--- src/rtl/orse_pkg.sv ---
// ----------------------------------------------------------------------------
// orse_pkg: shared types and constants for the 1-Wire ROM search engine
// Phase codes, result actions, input function codes and the result word.
// ----------------------------------------------------------------------------
package orse_pkg;

    localparam logic [1:0] FN_START    = 2'd0;
    localparam logic [1:0] FN_PRESENCE = 2'd1;
    localparam logic [1:0] FN_PAIR     = 2'd2;

    localparam logic [6:0] ID_BITS_END    = 7'd65;
    localparam int         FAMILY_BITS    = 8;
    localparam logic [7:0] SEARCH_ROM_CMD = 8'hF0;

    localparam int FIFO_DEPTH = 4;
    localparam int FIFO_AW    = $clog2(FIFO_DEPTH);
    localparam int FIFO_LW    = $clog2(FIFO_DEPTH + 1);

    typedef enum logic [1:0] {
        PH_IDLE     = 2'd0,
        PH_PRESENCE = 2'd1,
        PH_SEARCH   = 2'd2
    } t_phase;

    typedef enum logic [1:0] {
        ACT_RESET   = 2'd0,
        ACT_COMMAND = 2'd1,
        ACT_WRITE   = 2'd2,
        ACT_FINISH  = 2'd3
    } t_action;

    typedef struct packed {
        t_action     action;
        logic [7:0]  command_byte;
        logic        direction;
        logic        found;
        logic [63:0] device_id;
        logic        no_more_devices;
        logic        last;
    } t_result;

    typedef struct packed {
        logic               ready;
        logic [FIFO_LW-1:0] level;
    } t_fifo_status;

endpackage

--- src/rtl/orse_core.sv ---
// ----------------------------------------------------------------------------
// orse_core: search state and per-word step logic
// Holds the ROM register and search progress; turns one accepted input word
// into up to two result words for the output queue.
// ----------------------------------------------------------------------------
module orse_core (
    input  logic              i_clk,
    input  logic              i_rst_n,
    input  logic              i_accept,
    input  logic [1:0]        i_func,
    input  logic              i_first_search,
    input  logic [1:0]        i_presence_lows,
    input  logic              i_id_bit,
    input  logic              i_complement_bit,
    output logic [1:0]        o_push_cnt,
    output orse_pkg::t_result o_res0,
    output orse_pkg::t_result o_res1
);

    logic [63:0]      r_rom, n_rom;
    logic [6:0]       r_last_disc, n_last_disc;
    logic             r_last_dev, n_last_dev;
    logic [6:0]       r_bit_pos, n_bit_pos;
    logic [6:0]       r_last_zero, n_last_zero;
    orse_pkg::t_phase r_phase, n_phase;

    logic [6:0]  w_pos;
    logic [5:0]  w_idx;
    logic        w_dir;
    logic [6:0]  w_lz_new;
    logic [63:0] w_rom_new;
    logic        w_done;
    logic        w_fam_zero;
    logic        w_start_ldev;
    logic        w_both;

    assign w_pos = (r_bit_pos == 7'd0 || r_bit_pos > 7'd64) ? 7'd1 : r_bit_pos;
    assign w_idx = 6'(w_pos - 7'd1);
    assign w_both = i_id_bit & i_complement_bit;

    always_comb begin
        w_lz_new = r_last_zero;
        if (i_id_bit != i_complement_bit) begin
            w_dir = i_id_bit;
        end else begin
            if (w_pos < r_last_disc) begin
                w_dir = r_rom[w_idx];
            end else begin
                w_dir = (w_pos == r_last_disc);
            end
            if (!w_dir) begin
                w_lz_new = w_pos;
            end
        end
    end

    always_comb begin
        w_rom_new = r_rom;
        w_rom_new[w_idx] = w_dir;
    end

    assign w_done       = (7'(w_pos + 7'd1) == orse_pkg::ID_BITS_END);
    assign w_fam_zero   = (w_rom_new[orse_pkg::FAMILY_BITS-1:0] == '0);
    assign w_start_ldev = r_last_dev & ~i_first_search;

    // phase sequencing
    always_comb begin
        n_phase = r_phase;
        if (i_accept) begin
            if (i_func == orse_pkg::FN_START) begin
                n_phase = w_start_ldev ? orse_pkg::PH_IDLE : orse_pkg::PH_PRESENCE;
            end else begin
                unique case (r_phase)
                    orse_pkg::PH_PRESENCE: begin
                        if (i_func == orse_pkg::FN_PRESENCE) begin
                            n_phase = (i_presence_lows == 2'd1) ? orse_pkg::PH_SEARCH
                                                                : orse_pkg::PH_IDLE;
                        end
                    end
                    orse_pkg::PH_SEARCH: begin
                        if (i_func == orse_pkg::FN_PAIR && (w_both || w_done)) begin
                            n_phase = orse_pkg::PH_IDLE;
                        end
                    end
                    default: n_phase = r_phase;
                endcase
            end
        end
    end

    // data updates and result words
    always_comb begin
        n_rom       = r_rom;
        n_last_disc = r_last_disc;
        n_last_dev  = r_last_dev;
        n_bit_pos   = r_bit_pos;
        n_last_zero = r_last_zero;
        o_push_cnt  = 2'd0;

        o_res0                 = '0;
        o_res0.device_id       = r_rom;
        o_res0.no_more_devices = r_last_dev;
        o_res0.last            = 1'b1;
        o_res1                 = '0;
        o_res1.action          = orse_pkg::ACT_FINISH;
        o_res1.device_id       = w_rom_new;
        o_res1.last            = 1'b1;

        if (i_accept) begin
            case (i_func)
                orse_pkg::FN_START: begin
                    if (i_first_search) begin
                        n_last_disc = '0;
                        n_last_dev  = 1'b0;
                    end
                    n_bit_pos   = 7'd1;
                    n_last_zero = '0;
                    o_push_cnt  = 2'd1;
                    o_res0.action = w_start_ldev ? orse_pkg::ACT_FINISH
                                                 : orse_pkg::ACT_RESET;
                    o_res0.no_more_devices = w_start_ldev;
                end
                orse_pkg::FN_PRESENCE: begin
                    if (r_phase == orse_pkg::PH_PRESENCE) begin
                        o_push_cnt = 2'd1;
                        if (i_presence_lows != 2'd1) begin
                            n_last_disc = '0;
                            n_last_dev  = 1'b0;
                            o_res0.action          = orse_pkg::ACT_FINISH;
                            o_res0.no_more_devices = 1'b0;
                        end else begin
                            o_res0.action       = orse_pkg::ACT_COMMAND;
                            o_res0.command_byte = orse_pkg::SEARCH_ROM_CMD;
                        end
                    end
                end
                orse_pkg::FN_PAIR: begin
                    if (r_phase == orse_pkg::PH_SEARCH) begin
                        o_push_cnt = 2'd1;
                        if (w_both) begin
                            n_last_disc = '0;
                            n_last_dev  = 1'b0;
                            o_res0.action          = orse_pkg::ACT_FINISH;
                            o_res0.no_more_devices = 1'b0;
                        end else begin
                            n_rom       = w_rom_new;
                            n_last_zero = w_lz_new;
                            n_bit_pos   = 7'(w_pos + 7'd1);
                            o_res0.action    = orse_pkg::ACT_WRITE;
                            o_res0.direction = w_dir;
                            o_res0.device_id = w_rom_new;
                            if (w_done) begin
                                o_push_cnt  = 2'd2;
                                o_res0.last = 1'b0;
                                n_last_disc = w_lz_new;
                                n_last_dev  = r_last_dev | (w_lz_new == 7'd0);
                                if (w_fam_zero) begin
                                    n_last_disc = '0;
                                    n_last_dev  = 1'b0;
                                end
                                o_res1.found           = ~w_fam_zero;
                                o_res1.no_more_devices = n_last_dev;
                            end
                        end
                    end
                end
                default: o_push_cnt = 2'd0;
            endcase
        end
    end

    always_ff @(posedge i_clk) begin
        if (!i_rst_n) begin
            r_rom       <= '0;
            r_last_disc <= '0;
            r_last_dev  <= 1'b0;
            r_bit_pos   <= 7'd1;
            r_last_zero <= '0;
            r_phase     <= orse_pkg::PH_IDLE;
        end else begin
            r_rom       <= n_rom;
            r_last_disc <= n_last_disc;
            r_last_dev  <= n_last_dev;
            r_bit_pos   <= n_bit_pos;
            r_last_zero <= n_last_zero;
            r_phase     <= n_phase;
        end
    end

endmodule

--- src/rtl/orse_out_fifo.sv ---
// ----------------------------------------------------------------------------
// orse_out_fifo: result word queue
// Takes up to two result words per cycle, hands one per cycle downstream while i_pop is high.
// Ready while at least two entries are free.
// ----------------------------------------------------------------------------
module orse_out_fifo (
    input  logic                   i_clk,
    input  logic                   i_rst_n,
    input  logic [1:0]             i_push_cnt,
    input  orse_pkg::t_result      i_res0,
    input  orse_pkg::t_result      i_res1,
    input  logic                   i_pop,
    output logic                   o_valid,
    output orse_pkg::t_result      o_res,
    output orse_pkg::t_fifo_status o_status
);

    localparam int AW = orse_pkg::FIFO_AW;
    localparam int LW = orse_pkg::FIFO_LW;

    orse_pkg::t_result r_mem [orse_pkg::FIFO_DEPTH];
    logic [AW-1:0] r_wr, n_wr;
    logic [AW-1:0] r_rd, n_rd;
    logic [LW-1:0] r_level, n_level;
    logic          w_pop;
    logic [AW-1:0] w_wr1;

    assign o_valid = (r_level != '0);
    assign w_pop   = i_pop & o_valid;
    assign w_wr1   = AW'(r_wr + AW'(1));
    assign o_res   = r_mem[r_rd];

    assign o_status.ready = (r_level <= LW'(orse_pkg::FIFO_DEPTH - 2));
    assign o_status.level = r_level;

    always_comb begin
        n_wr    = AW'(r_wr + AW'(i_push_cnt));
        n_rd    = w_pop ? AW'(r_rd + AW'(1)) : r_rd;
        n_level = LW'(r_level + LW'(i_push_cnt) - LW'(w_pop));
    end

    always_ff @(posedge i_clk) begin
        if (i_push_cnt != 2'd0) begin
            r_mem[r_wr] <= i_res0;
        end
        if (i_push_cnt == 2'd2) begin
            r_mem[w_wr1] <= i_res1;
        end
    end

    always_ff @(posedge i_clk) begin
        if (!i_rst_n) begin
            r_wr    <= '0;
            r_rd    <= '0;
            r_level <= '0;
        end else begin
            r_wr    <= n_wr;
            r_rd    <= n_rd;
            r_level <= n_level;
        end
    end

endmodule

--- src/rtl/onewire_rom_search_engine.sv ---
// ----------------------------------------------------------------------------
// onewire_rom_search_engine: 1-Wire ROM search sequencer
// Input stream words carry a function code in tuser and its operands in
// tdata: start (first or next search), presence result, or a sampled id /
// complement bit pair. Each word yields zero, one or two result words on the
// output stream: issue reset, send the 0xF0 command, write a direction slot,
// or search finished with found flag, ROM value and last-device flag. tlast
// marks the final result of an input word (the 64th bit pair gives a
// direction word followed by the finished word).
// Result words are registered in the output queue when the input word is taken.
// Throughput: one input word per cycle; the step logic is a single
// registered pass over the search state. Results wait in a four-entry queue;
// s_axis_tready drops while fewer than two entries are free, so a stalled
// receiver backs up the input side without loss.
// Reset (synchronous, active low) clears the ROM register, discrepancy,
// last-device flag and queue; bit position returns to one, phase to idle.
// Words out of phase (presence when not waiting, pairs when not searching)
// and unused function codes produce no result.
// ----------------------------------------------------------------------------
module onewire_rom_search_engine (
    input  logic        i_clk,
    input  logic        i_rst_n,
    input  logic        s_axis_tvalid,
    output logic        s_axis_tready,
    // [0] first_search, [2:1] presence_lows, [3] id_bit, [4] complement_bit
    input  logic [7:0]  s_axis_tdata,
    // [1:0] func
    input  logic [1:0]  s_axis_tuser,
    output logic        m_axis_tvalid,
    input  logic        m_axis_tready,
    // [7:0] command_byte, [8] direction, [9] found, [73:10] device_id,
    // [74] no_more_devices
    output logic [79:0] m_axis_tdata,
    // [1:0] action
    output logic [1:0]  m_axis_tuser,
    output logic        m_axis_tlast
);

    logic                   w_accept;
    logic [1:0]             w_push_cnt;
    orse_pkg::t_result      w_res0;
    orse_pkg::t_result      w_res1;
    orse_pkg::t_result      w_out;
    orse_pkg::t_fifo_status w_status;

    assign s_axis_tready = w_status.ready;
    assign w_accept      = s_axis_tvalid & s_axis_tready;

    orse_core u_core (
        .i_clk            (i_clk),
        .i_rst_n          (i_rst_n),
        .i_accept         (w_accept),
        .i_func           (s_axis_tuser),
        .i_first_search   (s_axis_tdata[0]),
        .i_presence_lows  (s_axis_tdata[2:1]),
        .i_id_bit         (s_axis_tdata[3]),
        .i_complement_bit (s_axis_tdata[4]),
        .o_push_cnt       (w_push_cnt),
        .o_res0           (w_res0),
        .o_res1           (w_res1)
    );

    orse_out_fifo u_fifo (
        .i_clk      (i_clk),
        .i_rst_n    (i_rst_n),
        .i_push_cnt (w_push_cnt),
        .i_res0     (w_res0),
        .i_res1     (w_res1),
        .i_pop      (m_axis_tready),
        .o_valid    (m_axis_tvalid),
        .o_res      (w_out),
        .o_status   (w_status)
    );

    assign m_axis_tdata = {5'd0, w_out.no_more_devices, w_out.device_id, w_out.found,
                           w_out.direction, w_out.command_byte};
    assign m_axis_tuser = w_out.action;
    assign m_axis_tlast = w_out.last;

`ifndef SYNTHESIS
    a_level_bound: assert property (@(posedge i_clk) disable iff (!i_rst_n)
        w_status.level <= orse_pkg::FIFO_LW'(orse_pkg::FIFO_DEPTH))
        else $error("result queue overflow");

    a_pair_only_double: assert property (@(posedge i_clk) disable iff (!i_rst_n)
        (w_push_cnt == 2'd2) |-> (w_accept && s_axis_tuser == orse_pkg::FN_PAIR))
        else $error("two results from a word that is not a bit pair");

    a_mid_is_write: assert property (@(posedge i_clk) disable iff (!i_rst_n)
        (m_axis_tvalid && !m_axis_tlast) |-> (m_axis_tuser == orse_pkg::ACT_WRITE))
        else $error("non-final result word is not a direction slot");

    a_empty_after_reset: assert property (@(posedge i_clk)
        (i_rst_n && $past(!i_rst_n)) |-> !m_axis_tvalid)
        else $error("result pending right after reset");
`endif

endmodule

--- config.mk ---
export PLATFORM = sky130hd
export DESIGN_NAME = onewire_rom_search_engine
export DESIGN_NICKNAME = d
export VERILOG_FILES = /design/src/rtl/orse_pkg.sv /design/src/rtl/orse_core.sv /design/src/rtl/orse_out_fifo.sv /design/src/rtl/onewire_rom_search_engine.sv
export SDC_FILE = /design/constraint.sdc
export NUM_CORES = 1
export LEC_CHECK = 0
export ABC_AREA = 1
export BUFFER_PORTS_ARGS = -buffer_cell sky130_fd_sc_hd__buf_2
export CAP_MARGIN = 40
export CORE_ASPECT_RATIO = 0.75
export CORE_UTILIZATION = 45
export DETAILED_ROUTE_END_ITERATION = 7
export PLACE_DENSITY = 0.61
export SYNTH_ARGS = -nofsm -noshare
export SYNTH_HDL_FRONTEND = slang
export SYNTH_HIERARCHICAL = 1
export SYNTH_SLANG_ARGS = --single-unit
--- constraint.sdc ---
create_clock -name i_clk -period 10.45 [get_ports i_clk]
set_clock_uncertainty 0.15 [all_clocks]
set_input_delay 2.09 -clock i_clk [delete_from_list [all_inputs] [get_ports i_clk]]
set_output_delay 2.09 -clock i_clk [all_outputs]
set_load 0.05 [all_outputs]
==> run summary <==
Each instance of the synthesized netlist takes up on average 8.29 sq um. After synthesis, the netlist uses 46 different library cells. The share of Yosys cell area claimed by the top area cell type was 42.5%; the number of I/O port buffers was 90.

Cell chosen for the clock root: sky130_fd_sc_hd__clkbuf_16. The cell type with the highest occurrence count on the critical path was sky130_fd_sc_hd__nand2_1. The floorplan step defined a core boundary enclosing 47800 sq um. The H-tree level count came out at 2. Dominant cell type by area after synthesis: sky130_fd_sc_hd__edfxtp_1.

For this run, the leading register cell type out of synthesis is sky130_fd_sc_hd__edfxtp_1. Cells fill 51.1% of the core in the end. Counting the buffers created by CTS gives 43.

The final instance count without filler cells was 3330; the final period utilization was 65.9%. Setup repair after global routing left no endpoint under its margin. Hold path startpoint: u_core/r_last_zero[5]. Number of hold violations in the final report: 0. The worst hold path was traced through 2 stages. TritonCTS built the clock tree.

Total power for the finished layout comes to 4.50 mW. The analysis attributes to cell leakage a power of 8.97 nW. Data on the critical path arrives at its endpoint at 7010 ps.

For the layout filler cell count, the log shows 4434. Class of the tightest hold or removal check: flip-flop to flip-flop. The tools report the via count of the first global-routing pass as 17600. On the critical path, the stage with the largest delay is an instance of sky130_fd_sc_hd__buf_4. Measured along the y axis, the die boundary spans 194 um.

The wire length per cell was 18.3 um; the initial antenna violation count was 0. The smallest clock period supported by the final layout is computed as 6890 ps. No sink is reached through more buffers than the 3 on the longest clock path. The net count of the finished layout is 2691. The logs give 22100 sq um for the post-synthesis instance area and 0 for the remaining global-route overflow. The critical path in this run is classified as flip-flop to flip-flop. The largest stage delay on the critical path was 690 ps; the number of cells traversed by the worst register-to-register path was 33.

Gates resized during post-CTS repair numbered 0. The count of nets left with antenna violations once routing finished came out at 0. The cts-stage hold buffer count is 0, and the average via count per standard cell is 5.53.

The logs give 7 for the length of the first detailed-routing pass in iterations and 0 for the setup violation total in the final timing report. For the worst-case headroom to the max-slew limit, the log shows 39.4%. Sequential elements use 51.3% of the synthesized area.

The number of enable flip-flop cells after synthesis works out to 312. From left edge to right edge, the die measures 258 um. Clock-pin slew was measured on the worst setup and hold paths at 60 ps. The startpoint of the worst register-to-register path is u_core/r_bit_pos[0]. For the maximum ir drop on the vdd rail, the log shows 0.113 mV. The placed wire-length estimate is 36400 um. The flow ran to the end, and the final reports show no timing, DRC or antenna violations. The post-route worst hold slack was 318 ps; the max-slew violation count was 0.

For flop-to-flop paths, the worst setup slack is 3560 ps. The floorplan has 69 rows. In this run the worst path has a maximum fanout of 39.

The run gives 0 as the number of antenna diodes. Sorting the synthesized cells by area gives the leading types as sky130_fd_sc_hd__edfxtp_1, sky130_fd_sc_hd__nand2_1, sky130_fd_sc_hd__dfxtp_1, sky130_fd_sc_hd__o21ai_0, sky130_fd_sc_hd__o21ai_1. The path with the worst hold slack has its endpoint at u_core/r_last_zero[5].

The logs give 0 ps for the setup total negative slack and 0.870 for the final RePlAce weighted congestion. The total global-route track usage is 24.3%. The routed layout has 18400 vias. Of all flip-flops after synthesis, the portion carrying an async set or reset was 0%.

The worst setup path is captured at a flip-flop. For this configuration, the core starts out at a cell density of 46.1%. The maximum frequency from static timing analysis is 145 MHz, and the maximum number of pins on one net before global-route repair is 81.

After detailed placement, the design holds a cell count of 3251. Cells with a size suffix above 1 make up 10.7% of the layout. The tree built by TritonCTS fans out to 409 sinks. The tool flagged a number of max-cap violations equal to 0. At the later pin of the worst-skew pair, clock insertion delay measures 560 ps. At the worst endpoint, the required time is 10570 ps.

The cell count after synthesis came out at 2660. The total power per unit cell area was 184 nW/um^2. The run gives 1630 as the DRC violation total after the first TritonRoute iteration. Relative to the synthesized area, the layout overhead comes to 10.7%.

At the pin with the least slew margin, the transition time is 909 ps. The endpoint identified for the worst register-to-register timing path is u_fifo/r_mem[0][66]. The die covers 49900 sq um. The first global-routing pass estimated 96200 um of wire.

The number of setup buffers added after CTS is 0. The number of synthesis warnings was 6; the number of synthesized register bits was 409. The tools report the nature of the critical path startpoint as a flip-flop. The count of boundary I/O pins was 99; the post-route DRC violation count was 0. The tools report the total wire length after detailed routing as 61000 um.
==> flip-flops by register name, summed over array words and instances, names as in the netlist, named ones only <==
register and flops:
u_core/r_rom 64, u_fifo/r_rd 2, u_fifo/r_wr 2, u_fifo/r_level 3, u_core/r_bit_pos 7, u_core/r_last_zero 7, u_core/r_last_disc 7, u_core/r_phase 2
u_core/r_last_dev 1, u_fifo/r_mem 312
==> worst max path at each step <==
| stage | depth (start not counted) | to | from | slack [ps] |
|---|---|---|---|---|
| final | 33 | u_fifo/r_mem[0][66] | u_core/r_bit_pos[0] | 3560 |
| after global routing | 33 | u_fifo/r_mem[3][1] | u_core/r_bit_pos[0] | 3120 |
| after CTS | 33 | u_fifo/r_mem[0][66] | u_core/r_bit_pos[0] | 3660 |
| after detailed placement | 21 | u_fifo/r_mem[2][52] | s_axis_tuser[0] | 3190 |
| after global placement | 20 | u_fifo/r_mem[2][56] | s_axis_tuser[0] | 2940 |
| after floorplan | 15 | u_fifo/r_mem[3][0] | s_axis_tuser[0] | 330 |
==> cell families (layout without fill, tap and decap cells) <==
group	after synthesis	count (layout)	synth area share, %
AND/OR/NAND/NOR	1029	1029	18.3
XOR/XNOR	5	5	0.284
other	3	22	0.0510
adder cells (fa/ha/maj)	20	20	1.17
buffers and inverters	408	420	8.12
flip-flops	409	409	51.3
AO/OA/AOI/OAI	786	786	20.8
==> cells in the final DEF, fill, tap and decap left out, types with 27 or more instances in the layout <==
master                      synthesis  routed
sky130_fd_sc_hd__a21oi_1          140     140
sky130_fd_sc_hd__a31oi_1           27      27
sky130_fd_sc_hd__a31oi_4           30      30
sky130_fd_sc_hd__buf_2             80      90
sky130_fd_sc_hd__clkbuf_16          0      45
sky130_fd_sc_hd__dfxtp_1           97      95
sky130_fd_sc_hd__edfxtp_1         312     312
sky130_fd_sc_hd__inv_1            195     194
sky130_fd_sc_hd__nand2_1          731     724
sky130_fd_sc_hd__nand3_1           37      36
sky130_fd_sc_hd__nor2_1           223     220
sky130_fd_sc_hd__o21ai_0          264     264
sky130_fd_sc_hd__o21ai_1          235     235
sky130_fd_sc_hd__o22ai_1           78      78
==> area by class of cell <==
cell class	count	area [sq um]	share of cell area (%)
sequential	409	11300	46.3
multi-input combinational	1862	9120	37.4
clock buffer	60	1240	5.09
timing repair buffer	129	931	3.81
inverter	212	802	3.28
tap	639	800	3.27
clock inverter	19	204	0.835
==> synthesized netlist by cell type (2+ instances only) <==
master / n
sky130_fd_sc_hd__nor4_1: 2
sky130_fd_sc_hd__inv_1: 195
sky130_fd_sc_hd__buf_2: 80
sky130_fd_sc_hd__o31ai_1: 3
sky130_fd_sc_hd__or2_2: 8
sky130_fd_sc_hd__a31oi_4: 30
sky130_fd_sc_hd__nand2_1: 731
sky130_fd_sc_hd__dfxtp_1: 97
sky130_fd_sc_hd__clkbuf_1: 66
sky130_fd_sc_hd__o22ai_1: 78
sky130_fd_sc_hd__nor2_1: 223
sky130_fd_sc_hd__edfxtp_1: 312
sky130_fd_sc_hd__nor2_4: 3
sky130_fd_sc_hd__inv_2: 16
sky130_fd_sc_hd__xor2_1: 4
sky130_fd_sc_hd__nor3_1: 5
sky130_fd_sc_hd__o21ai_1: 235
sky130_fd_sc_hd__ha_1: 19
sky130_fd_sc_hd__nand2_2: 4
sky130_fd_sc_hd__clkbuf_2: 3
sky130_fd_sc_hd__a31oi_1: 27
sky130_fd_sc_hd__a21o_1: 2
sky130_fd_sc_hd__a21oi_1: 140
sky130_fd_sc_hd__nand3_1: 37
sky130_fd_sc_hd__buf_4: 29
sky130_fd_sc_hd__buf_6: 6
sky130_fd_sc_hd__o21ai_0: 264
sky130_fd_sc_hd__nor2_2: 10
sky130_fd_sc_hd__buf_1: 12
sky130_fd_sc_hd__conb_1: 3
==> report_power, final <==
part           switching, mW  internal (mW)
Combinational          0.901          0.232
Clock                  0.650          0.931
Sequential            0.0207           1.76
==> layer usage <==
layer | GRT usage (%) | vias up | share of wire, %
met2 | 40.1 | 648 | 46
met3 | 3.53 | 75 | 7.4
met5 | 0 | - | 0
met4 | 5.44 | 0 | 1.8
li1 | - | 8978 | -
met1 | 33.6 | 8712 | 45
==> critical path: cells and delay by family, from the launching register on <==
| kind | cells | cell delay [ps] |
|---|---|---|
| flops | 1 | 320 |
| compound gates | 1 | 90 |
| simple gates | 23 | 3650 |
| buf+inv | 7 | 1790 |
| fa+ha+maj | 1 | 310 |
| xor+xnor | 1 | 220 |
==> metrics by stage <==
step                worst slack [ps]  area, sq um
floorplan                        328        22100
global placement                2940        22700
detailed placement              3190        23000
CTS                             3660        24400
global route                    3120        24400
finish                          3560        24400
Note: power is estimated with default switching activity, not from simulation.
